$ cat config.mk
export PLATFORM = sky130hd
export DESIGN_NAME = uuid_v1_batch_generator_unit
export DESIGN_NICKNAME = d
export VERILOG_FILES = /design/src/sv/uvbg_pkg.sv /design/src/sv/uvbg_time_unit.sv /design/src/sv/uuid_v1_batch_generator_unit.sv
export SDC_FILE = /design/constraint.sdc
export NUM_CORES = 2
export LEC_CHECK = 0
export BUFFER_PORTS_ARGS = -buffer_cell sky130_fd_sc_hd__buf_2
export CAP_MARGIN = 20
export CORE_MARGIN = 10
export CORE_UTILIZATION = 40
export CTS_CLUSTER_SIZE = 8
export DETAILED_ROUTE_END_ITERATION = 7
export PLACE_DENSITY_LB_ADDON = 0.2
export SLEW_MARGIN = 10
export SYNTH_ARGS = -nofsm -noshare
export SYNTH_HDL_FRONTEND = slang
export SYNTH_SLANG_ARGS = --single-unit
$ cat constraint.sdc
create_clock -name clk -period 9.5 [get_ports clk]
set_clock_uncertainty 0.1 [all_clocks]
set_input_delay 0.475 -clock clk [delete_from_list [all_inputs] [get_ports clk]]
set_output_delay 0.475 -clock clk [all_outputs]
set_load 0.005 [all_outputs]
$ cat src/sv/uvbg_pkg.sv
package uvbg_pkg;

	localparam int TIME_W     = 60;
	localparam int NODE_W     = 48;
	localparam int SEQ_W      = 14;
	localparam int SECS_W     = 34;
	localparam int FRAC_W     = 32;
	localparam int COUNT_W    = 12;
	localparam int SECS_HALF  = 17;
	localparam int TICKS_W    = 24;
	localparam int PROD_W     = TICKS_W + FRAC_W;

	localparam int MAX_BATCH_DEF = 64;

	// 100 ns ticks between 1582-10-15 and 1970-01-01.
	localparam logic [TIME_W-1:0]  GREG_OFFSET   = 60'h01B21DD213814000;
	localparam logic [TICKS_W-1:0] TICKS_PER_SEC = 24'd10000000;
	localparam logic [3:0]         UUID_VERSION  = 4'h1;
	localparam logic [15:0]        VARIANT_BITS  = 16'h8000;

	typedef enum logic [2:0] {
		ST_IDLE,
		ST_MFRAC,
		ST_MSLO,
		ST_MSHI,
		ST_ACC,
		ST_PICK,
		ST_EMIT,
		ST_BAD
	} state_t;

	typedef enum logic [1:0] {
		MSEL_FRAC,
		MSEL_SLO,
		MSEL_SHI
	} mul_sel_t;

	typedef enum logic [1:0] {
		ACC_HOLD,
		ACC_INIT,
		ACC_ADD,
		ACC_ADD_SH
	} acc_op_t;

	typedef struct packed {
		logic     mul_en;
		mul_sel_t mul_sel;
		acc_op_t  acc_op;
	} tu_ctl_t;

endpackage

$ cat src/sv/uvbg_time_unit.sv
// Shared multiply-accumulate unit that builds the 60-bit timestamp over
// several steps: one 24 x 32 multiply per cycle, registered, then added in.
module uvbg_time_unit (
	input  logic                            clk,
	input  uvbg_pkg::tu_ctl_t               ctl,
	input  logic [uvbg_pkg::SECS_W-1:0]     secs,
	input  logic [uvbg_pkg::FRAC_W-1:0]     frac,
	output logic [uvbg_pkg::TIME_W-1:0]     acc
);

	logic [uvbg_pkg::FRAC_W-1:0] mul_op;
	logic [uvbg_pkg::PROD_W-1:0] prod_q;
	logic [uvbg_pkg::TIME_W-1:0] acc_q;
	logic [uvbg_pkg::PROD_W+uvbg_pkg::SECS_HALF-1:0] prod_sh;

	always_comb begin
		case (ctl.mul_sel)
			uvbg_pkg::MSEL_FRAC: mul_op = frac;
			uvbg_pkg::MSEL_SLO:  mul_op = uvbg_pkg::FRAC_W'(secs[uvbg_pkg::SECS_HALF-1:0]);
			uvbg_pkg::MSEL_SHI:  mul_op = uvbg_pkg::FRAC_W'(secs[uvbg_pkg::SECS_W-1:uvbg_pkg::SECS_HALF]);
			default:             mul_op = '0;
		endcase
	end

	assign prod_sh = {prod_q, {uvbg_pkg::SECS_HALF{1'b0}}};

	always_ff @(posedge clk) begin
		if (ctl.mul_en) begin
			prod_q <= uvbg_pkg::PROD_W'(uvbg_pkg::TICKS_PER_SEC) * uvbg_pkg::PROD_W'(mul_op);
		end
		case (ctl.acc_op)
			uvbg_pkg::ACC_INIT:   acc_q <= uvbg_pkg::GREG_OFFSET +
				uvbg_pkg::TIME_W'(prod_q[uvbg_pkg::PROD_W-1:uvbg_pkg::FRAC_W]);
			uvbg_pkg::ACC_ADD:    acc_q <= acc_q + uvbg_pkg::TIME_W'(prod_q);
			uvbg_pkg::ACC_ADD_SH: acc_q <= acc_q + prod_sh[uvbg_pkg::TIME_W-1:0];
			default:              acc_q <= acc_q;
		endcase
	end

	assign acc = acc_q;

endmodule

$ cat src/sv/uuid_v1_batch_generator_unit.sv
// Version-1 UUID batch generator.
// A request on the input channel (in_valid/in_ready) carries Unix seconds, a
// 32-bit binary fraction, a node address, a random value and a batch count.
// The block turns the time into a 60-bit count of 100 ns ticks since 1582,
// picks the clock sequence from the saved time, node and sequence, and then
// hands out one UUID per cycle, unless stalled, on the output channel
// (out_valid/out_ready), with consecutive timestamps and last_of_batch set on
// the final one. The timestamp is built by one shared multiply-accumulate
// unit in four steps, followed by a pick step for the clock sequence choice.
// A request with a count of zero or above MAX_BATCH gives a single error
// result instead, in the cycle after it is accepted.
// The block takes one request at a time: in_ready is high only when idle.
// When the receiver stalls, the current UUID holds on the outputs and the
// batch simply waits. Reset clears the saved time, node and sequence to
// zero, so the first request always seeds the sequence from random_seq.
module uuid_v1_batch_generator_unit #(
	parameter int MAX_BATCH = uvbg_pkg::MAX_BATCH_DEF
) (
	input  logic                            clk,
	input  logic                            arst_n,
	input  logic                            in_valid,
	output logic                            in_ready,
	input  logic [uvbg_pkg::SECS_W-1:0]     seconds,
	input  logic [uvbg_pkg::FRAC_W-1:0]     fraction_hi,
	input  logic [uvbg_pkg::NODE_W-1:0]     node_addr,
	input  logic [uvbg_pkg::SEQ_W-1:0]      random_seq,
	input  logic [uvbg_pkg::COUNT_W-1:0]    batch_count,
	output logic                            out_valid,
	input  logic                            out_ready,
	output logic [31:0]                     stamp_low,
	output logic [15:0]                     stamp_mid,
	output logic [15:0]                     time_hi_version,
	output logic [15:0]                     clock_seq_variant,
	output logic [uvbg_pkg::NODE_W-1:0]     node_out,
	output logic                            bad_count,
	output logic                            last_of_batch
);

	localparam int IdxW = (MAX_BATCH > 1) ? $clog2(MAX_BATCH) : 1;

	uvbg_pkg::state_t  state_q, state_d;
	uvbg_pkg::tu_ctl_t tu_ctl;

	// Request fields held for the duration of the batch.
	logic [uvbg_pkg::SECS_W-1:0] secs_q;
	logic [uvbg_pkg::FRAC_W-1:0] frac_q;
	logic [uvbg_pkg::NODE_W-1:0] node_q;
	logic [uvbg_pkg::SEQ_W-1:0]  rnd_q;
	logic [IdxW-1:0]             rem_q;

	// Saved generator state.
	logic [uvbg_pkg::TIME_W-1:0] prev_time_q;
	logic [uvbg_pkg::NODE_W-1:0] prev_node_q;
	logic [uvbg_pkg::SEQ_W-1:0]  prev_seq_q;

	logic [uvbg_pkg::TIME_W-1:0] time_q;
	logic [uvbg_pkg::TIME_W-1:0] ts;
	logic [uvbg_pkg::SEQ_W-1:0]  seq_pick;

	logic in_fire, out_fire, count_bad, emit;

	assign in_fire  = in_valid && in_ready;
	assign out_fire = out_valid && out_ready;
	assign count_bad = (batch_count == '0) ||
		(batch_count > uvbg_pkg::COUNT_W'(MAX_BATCH));

	uvbg_time_unit u_time (
		.clk  (clk),
		.ctl  (tu_ctl),
		.secs (secs_q),
		.frac (frac_q),
		.acc  (ts)
	);

	always_ff @(posedge clk or negedge arst_n) begin
		if (!arst_n) begin
			state_q <= uvbg_pkg::ST_IDLE;
		end else begin
			state_q <= state_d;
		end
	end

	// Sequencer: steps the shared unit, then walks through the batch.
	always_comb begin
		state_d = state_q;
		tu_ctl  = '{mul_en: 1'b0, mul_sel: uvbg_pkg::MSEL_FRAC, acc_op: uvbg_pkg::ACC_HOLD};
		case (state_q)
			uvbg_pkg::ST_IDLE: begin
				if (in_fire) begin
					state_d = count_bad ? uvbg_pkg::ST_BAD : uvbg_pkg::ST_MFRAC;
				end
			end
			uvbg_pkg::ST_MFRAC: begin
				tu_ctl.mul_en  = 1'b1;
				tu_ctl.mul_sel = uvbg_pkg::MSEL_FRAC;
				state_d = uvbg_pkg::ST_MSLO;
			end
			uvbg_pkg::ST_MSLO: begin
				tu_ctl.mul_en  = 1'b1;
				tu_ctl.mul_sel = uvbg_pkg::MSEL_SLO;
				tu_ctl.acc_op  = uvbg_pkg::ACC_INIT;
				state_d = uvbg_pkg::ST_MSHI;
			end
			uvbg_pkg::ST_MSHI: begin
				tu_ctl.mul_en  = 1'b1;
				tu_ctl.mul_sel = uvbg_pkg::MSEL_SHI;
				tu_ctl.acc_op  = uvbg_pkg::ACC_ADD;
				state_d = uvbg_pkg::ST_ACC;
			end
			uvbg_pkg::ST_ACC: begin
				tu_ctl.acc_op = uvbg_pkg::ACC_ADD_SH;
				state_d = uvbg_pkg::ST_PICK;
			end
			uvbg_pkg::ST_PICK: begin
				state_d = uvbg_pkg::ST_EMIT;
			end
			uvbg_pkg::ST_EMIT: begin
				if (out_fire && rem_q == '0) begin
					state_d = uvbg_pkg::ST_IDLE;
				end
			end
			uvbg_pkg::ST_BAD: begin
				if (out_fire) begin
					state_d = uvbg_pkg::ST_IDLE;
				end
			end
			default: state_d = uvbg_pkg::ST_IDLE;
		endcase
	end

	// Clock sequence: reseed on first use or a new node, bump it when time
	// has not moved forward, otherwise keep it.
	always_comb begin
		if (prev_time_q == '0 || prev_node_q != node_q) begin
			seq_pick = rnd_q;
		end else if (prev_time_q >= ts) begin
			seq_pick = prev_seq_q + uvbg_pkg::SEQ_W'(1);
		end else begin
			seq_pick = prev_seq_q;
		end
	end

	always_ff @(posedge clk) begin
		if (in_fire) begin
			secs_q <= seconds;
			frac_q <= fraction_hi;
			node_q <= node_addr;
			rnd_q  <= random_seq;
			rem_q  <= IdxW'(batch_count - uvbg_pkg::COUNT_W'(1));
		end else if (state_q == uvbg_pkg::ST_EMIT && out_fire) begin
			rem_q <= rem_q - IdxW'(1);
		end
		if (state_q == uvbg_pkg::ST_PICK) begin
			time_q <= ts;
		end else if (state_q == uvbg_pkg::ST_EMIT && out_fire) begin
			time_q <= time_q + uvbg_pkg::TIME_W'(1);
		end
	end

	// Saved state changes only once a good request reaches its pick step.
	always_ff @(posedge clk or negedge arst_n) begin
		if (!arst_n) begin
			prev_time_q <= '0;
			prev_node_q <= '0;
			prev_seq_q  <= '0;
		end else if (state_q == uvbg_pkg::ST_PICK) begin
			prev_time_q <= ts + uvbg_pkg::TIME_W'(rem_q);
			prev_node_q <= node_q;
			prev_seq_q  <= seq_pick;
		end
	end

	assign emit     = (state_q == uvbg_pkg::ST_EMIT);
	assign in_ready = (state_q == uvbg_pkg::ST_IDLE);
	assign out_valid = emit || (state_q == uvbg_pkg::ST_BAD);

	// After the pick step the saved node and sequence are this batch's own,
	// so they feed the outputs directly. An error result shows all zeros.
	assign stamp_low         = emit ? time_q[31:0] : '0;
	assign stamp_mid         = emit ? time_q[47:32] : '0;
	assign time_hi_version   = emit ? {uvbg_pkg::UUID_VERSION, time_q[59:48]} : '0;
	assign clock_seq_variant = emit ? (uvbg_pkg::VARIANT_BITS | 16'(prev_seq_q)) : '0;
	assign node_out          = emit ? prev_node_q : '0;
	assign bad_count         = (state_q == uvbg_pkg::ST_BAD);
	assign last_of_batch     = bad_count || (emit && rem_q == '0);

endmodule

# ---- After elaboration in Yosys (flattened, before gate mapping)
# Index checks and enable logic that the tools add are counted.
dict set report word_totals {
  regBits 428
  in_bits 144
}
dict set report classes {
  reduce_logical 20
  mul 1
  muxes 20
  addsub 8
  magnitude_cmp 2
  n_eq_ne 16
}
# operator count
set ops {}
lappend ops {{60-bit one-hot mux with 3 select lines} 1}
lappend ops {{60-bit two-way mux} 2}
lappend ops {{32-bit one-hot mux with 3 select lines} 1}
lappend ops {{60-bit by 1-bit adder with 60-bit output (second input constant)} 1}
lappend ops {{60-bit by 56-bit adder with 60-bit output} 1}
lappend ops {{60-bit by 6-bit adder with 60-bit output} 1}
lappend ops {{60-bit adder} 1}
lappend ops {{60-bit >= comparator} 1}
lappend ops {{60-bit logical NOT} 1}
lappend ops {{57-bit by 24-bit adder with 58-bit output (first input constant)} 1}
lappend ops {{17-bit by 32-bit multiplier with 49-bit output (first input constant)} 1}
lappend ops {{48-bit two-way mux} 1}
lappend ops {{48-bit != test} 1}
lappend ops {{16-bit two-way mux} 2}
lappend ops {{32-bit two-way mux} 1}
lappend ops {{14-bit two-way mux} 2}
lappend ops {{3-bit one-hot mux with 8 select lines} 1}
lappend ops {{14-bit by 1-bit adder with 14-bit output (second input constant)} 1}
lappend ops {{13-bit two-way mux} 1}
lappend ops {{3-bit equality test (second input constant)} 4}
lappend ops {{12-bit by 7-bit > comparator with 1-bit output (second input constant)} 1}
lappend ops {{12-bit logical NOT} 1}
lappend ops {{3-bit two-way mux} 4}
lappend ops {{6-bit two-way mux} 2}
lappend ops {{other kinds (17)} 33}

# ---- Depth between registers and ports, before layout
dict set report depth {
  depth_word 6
  ltp_mapped 28
  ltp_nobuf 26
}

# ---- Cells and area by module
# A second synthesis with hierarchy kept.
dict set report unflattened {
  hier_cells 3756
  hier_area_um2 35910.7
}
# module cells_each n_inst area_per_inst_um2
set by_module_without_submodules {}
lappend by_module_without_submodules {uvbg_time_unit 1996 1 18580.3}
lappend by_module_without_submodules {uuid_v1_batch_generator_unit 1760 1 17330.4}

# ---- Worst setup path before layout
# OpenSTA, ideal clock, no wires.
dict set report synth_timing {
  path_type {register to register}
  startpoint {reg state_q[0]}
  endpoint {reg u_time.prod_q[49] in the netlist's numbering (data pin)}
  slack_ns 1.925
  setup_ns 0.258
  path_buffers 3
  synth_period_minus_slack_ns 7.575
  stages_incl_launch_ff 26
  t_arrival_ns 7.217
  path_cell_list {dfrtp_1 > clkbuf_1 > clkbuf_1 > clkbuf_1 > mux2i_1 > o21ai_0 > ha_1 > ha_1 > fa_1 > fa_1 > fa_1 > inv_1 > fa_1 > inv_1 > ha_1 > a21o_1 > a21o_1 > a21oi_1 > nor2_1 > a2111oi_0 > a21oi_1 > o221ai_1 > o21bai_1 > a21o_1 > a21oi_1 > xnor2_1}
}
dict set report synth_between {
  elab_chain_len 5
}
# element line_no
set synth_rtl {}
lappend synth_rtl {{start, declared} uuid_v1_batch_generator_unit.sv:41} ;# uvbg_pkg::state_t state_q, state_d;
lappend synth_rtl {{start signal, assigned} uuid_v1_batch_generator_unit.sv:77} ;# state_q <= uvbg_pkg::ST_IDLE;
lappend synth_rtl {{start signal, assigned} uuid_v1_batch_generator_unit.sv:79} ;# state_q <= state_d;
lappend synth_rtl {{3-bit by 2-bit equality test with 1-bit output or 3-bit by 1-bit equality test with 1-bit output (tied branches)} uuid_v1_batch_generator_unit.sv:87} ;# case (state_q)
lappend synth_rtl {{3-bit one-hot mux with 3 select lines (*)} uuid_v1_batch_generator_unit.sv:87}
lappend synth_rtl {{2-bit equality test, or another cell as far along} uvbg_time_unit.sv:17} ;# case (ctl.mul_sel)
lappend synth_rtl {{32-bit one-hot mux with 3 select lines (*)} uvbg_time_unit.sv:17}
lappend synth_rtl {{17-bit by 32-bit multiplier with 49-bit output (*)} uvbg_time_unit.sv:29} ;# prod_q <= uvbg_pkg::PROD_W'(uvbg_pkg::TICKS_PER_SEC) * uvbg_pkg::PROD_W'(mul_op);
lappend synth_rtl {{end signal, assigned} uvbg_time_unit.sv:29}
lappend synth_rtl {{end, declared} uvbg_time_unit.sv:12} ;# logic [uvbg_pkg::PROD_W-1:0] prod_q;
# Mark *: on every way between the ends. The rest lies on a longest branch, timed or not.
# A chain may end at the register's enable or synchronous reset.

# ---- Worst setup path after layout
dict set report layout_timing {
  startpoint {reg state_q[2]}
  endpoint {reg u_time.prod_q[54] in the netlist's numbering (data pin)}
}
# The elaborated chain is that of the path after synthesis.

==> results by group <==
Job
  • Max-cap violations: 0

Outcome
  • Status: complete, no violations

Worst setup path
  • Crit path DAT: 8320 ps
  • CP dominant cell by count: fa_1
  • CP Capture Type: register
  • Crit-path cells: nand2b_2 -> o21ai_0 -> ha_1 -> ha_1 -> fa_1 -> fa_1 -> fa_1 -> inv_1 -> fa_1 -> inv_1 -> ha_1 -> a21oi_1 -> o221ai_1 -> a21oi_1 -> o21a_1 -> o21ai_0 -> a41o_1 -> a21oi_1 -> o311ai_0 -> a311oi_1 -> o21ai_0 -> xor2_1
  • Critical path fanouts, max: 35
  • Startpoint Class: register
  • CP max stage cell: o21ai_0
  • WP buf/inv: 2
  • Family with the most delay on the worst path: compound AO/OA/AOI/OAI gates
  • Slowest Stage Delay on Critical Path: 900 ps
  • Data required, critical path: 9790 ps
  • Setup CP Type: reg2reg

STA
  • Final setup TNS: 0 ps
  • Final min period: 8030 ps
  • Slew @ Worst Pin: 1090 ps
  • # setup viols final: 0
  • F_max: 125 MHz
  • Fin. Hold Viols: 0
  • Slew Limit Headroom: 0.276
  • Final period utilization: 0.845
  • RSZ-0062 raised after global routing: false
  • Final Max Tran Viols: 0

GRT
  • Initial antenna violation count: 0
  • Global-route wire length before repair: 156 mm
  • GRT overflow: 0
  • Largest net degree at the start of global routing: 124
  • All-Layer GR Usage: 0.197
  • Vias in the first global route: 27,320

Finish
  • Post-Layout Cell Count: 5,085
  • N_diodes: 0
  • P&R area growth vs syn: 16.3%
  • Layout cells sized above 1: 0.114
  • Final nets: 4,590

Logic synthesis
  • Mean Syn Cell Area: 10.0 um2
  • Proportion of netlist area held by the largest area contributor: 0.261
  • Top-count cell post-synth: inv_1
  • Netlist Area Pre-Place: 0.0349 mm2
  • Register area share after synthesis: 0.350
  • Mapped Cells: 3,488
  • EDFF count, synth: 303
  • Cell taking the most area after synthesis: edfxtp_1
  • Yosys warns: 0
  • Yosys cell types: 86
  • Main area contributors after synthesis: edfxtp_1 26%, ha_1 14%, fa_1 9.6%
  • Dominant synthesized flop cell: edfxtp_1
  • FFs w/ async S/R, synth: 0.292
  • Yosys reg bits: 428
  • Most common library cells after synthesis: 434 x inv_1, 401 x ha_1, 303 x edfxtp_1

Clock tree
  • TritonCTS Sinks: 428
  • Root Driver: clkbuf_16
  • Max clock buf depth: 3
  • CTS Buf Count: 61
  • H-tree depth: 2
  • Clk_lat worst skew: 650 ps
  • CTS tree: yes
  • Clock Pin Slew Worst Setup and Hold Paths: 60 ps
  • Setup repair bufs after CTS: 0

Floorplan
  • Initial core utilization: 0.403
  • Die Area: 0.0995 mm2
  • Chip Height: 315 um
  • Core box area: 0.0866 mm2
  • FP Rows: 108
  • I/O pin cnt: 276
  • Die W: 315 um

Placement
  • Dpl hpwl: 77.2 mm
  • Global placement routability congestion: 0.924
  • Port bufs: 271
  • Dpl cells: 4,841

Routing
  • WL met3: 4.48 mm
  • Final antenna-violating net count: 0
  • Total Wirelength: 98.4 mm
  • Met2 Wirelength: 46.5 mm
  • Pre-antenna DRT Iters: 5
  • Vias/cell: 5.17
  • WL met1: 44.7 mm
  • Vias: 26,273
  • Starting DRT DRC Count: 1,896
  • Avg WL per Cell: 19.3 um
  • DR top layer: met4
  • DRC violations left: 0

Worst hold path
  • Hold crit path type: in2reg
[metal layers]
metal | up-vias | global-route usage
met5 | - | 0
li1 | 12914 | -
met4 | 0 | 0.0551
met1 | 12642 | 0.261
met2 | 580 | 0.333
met3 | 137 | 0.0270
[through the flow]
stage	utilization	area [um2]	worst slack (ps)	hold slack (ps)
floorplan	-	34900	1930	79.4
global placement	0.433	37500	1690	365
detailed placement	0.433	37500	1440	360
CTS	0.469	40600	1440	27.7
global route	0.469	40600	901	80.4
finish	0.469	40600	1470	62.7
[placed cells by master (no fill, tap or decap), types with 24 or more instances in the layout]
cell           netlist  routed
xor2_1             144     144
nand4_1             54      54
a21oi_1            253     253
ha_1               401     401
mux2_2              49      49
buf_2                0     270
xnor2_1            160     160
edfxtp_1           303     303
fa_1               167     167
dfrtp_1            125     124
inv_1              434     432
o21ai_0            173     173
nand3_1             97      97
nor2b_1             27      27
a21o_1              92      92
nand2_1            216     215
nor3_1              35      35
nor4_1              38      37
dlygate4sd3_1        0     129
mux2i_1             24      24
buf_4                7      26
nor2_1             160     158
clkbuf_1            78      46
and2_1             152     152
clkbuf_16            0      62
nand2b_1            29      28
and3_1              41      41
[what timing repair did]
| item | CTS | global route |
|---|---|---|
| resized for setup | 0 | 0 |
| hold buffers | 129 | 0 |
| endpoints found under the hold margin | 161 | 0 |
[kinds of logic after synthesis]
group,after synthesis,share of synthesized area
other,1,0.000107
and+or+nand+nor,894,0.131
muxes,73,0.0227
adders and majority gates,568,0.240
xor gates and xnor gates,304,0.0763
AOI/OAI and AO/OA,685,0.120
buffers and inverters,535,0.0602
DFF,428,0.350
[tightest hold or removal path, stage by stage]
cell,delay (ps)
buf_2,110
nor2_1,90
o31ai_1,70
[flip-flops by register name, summed over array words and instances, names as in the netlist]
register / count
node_q: 48
u_time.acc: 60
prev_time_q: 60
time_q: 60
u_time.prod_q: 49
secs_q: 34
rnd_q: 14
state_q: 3
frac_q: 32
prev_node_q: 48
prev_seq_q: 14
rem_q: 6
[path summary, 6_finish.rpt]
check / from / end / slack, ps / cells after the start
worst min register to register: prev_time_q[11] / prev_time_q[11] / 420 / 2
worst min-delay path: in_valid / state_q[0] / 60 / 3
min in group asynchronous: arst_n / prev_node_q[23] / 250 / 2
max in group asynchronous: arst_n / state_q[0] / 7270 / 4
worst max-delay path: state_q[2] / u_time.prod_q[54] / 1470 / 22
worst max register to register: state_q[2] / u_time.prod_q[54] / 1470 / 22
[layout make-up]
| class | count | area [um2] |
|---|---|---|
| fillers | 8199 | 46000 |
| multi-input cells | 2528 | 20600 |
| flip-flops and latches | 428 | 12200 |
| repair buffers | 425 | 2840 |
| clock buffers | 111 | 1770 |
| inverters | 434 | 1630 |
| well taps | 1155 | 1450 |
| clock inverters | 4 | 76.3 |
Power is left out: the tool's default activity adds up to more than one toggle a clock period on the data nets, which glitch-free logic cannot reach.
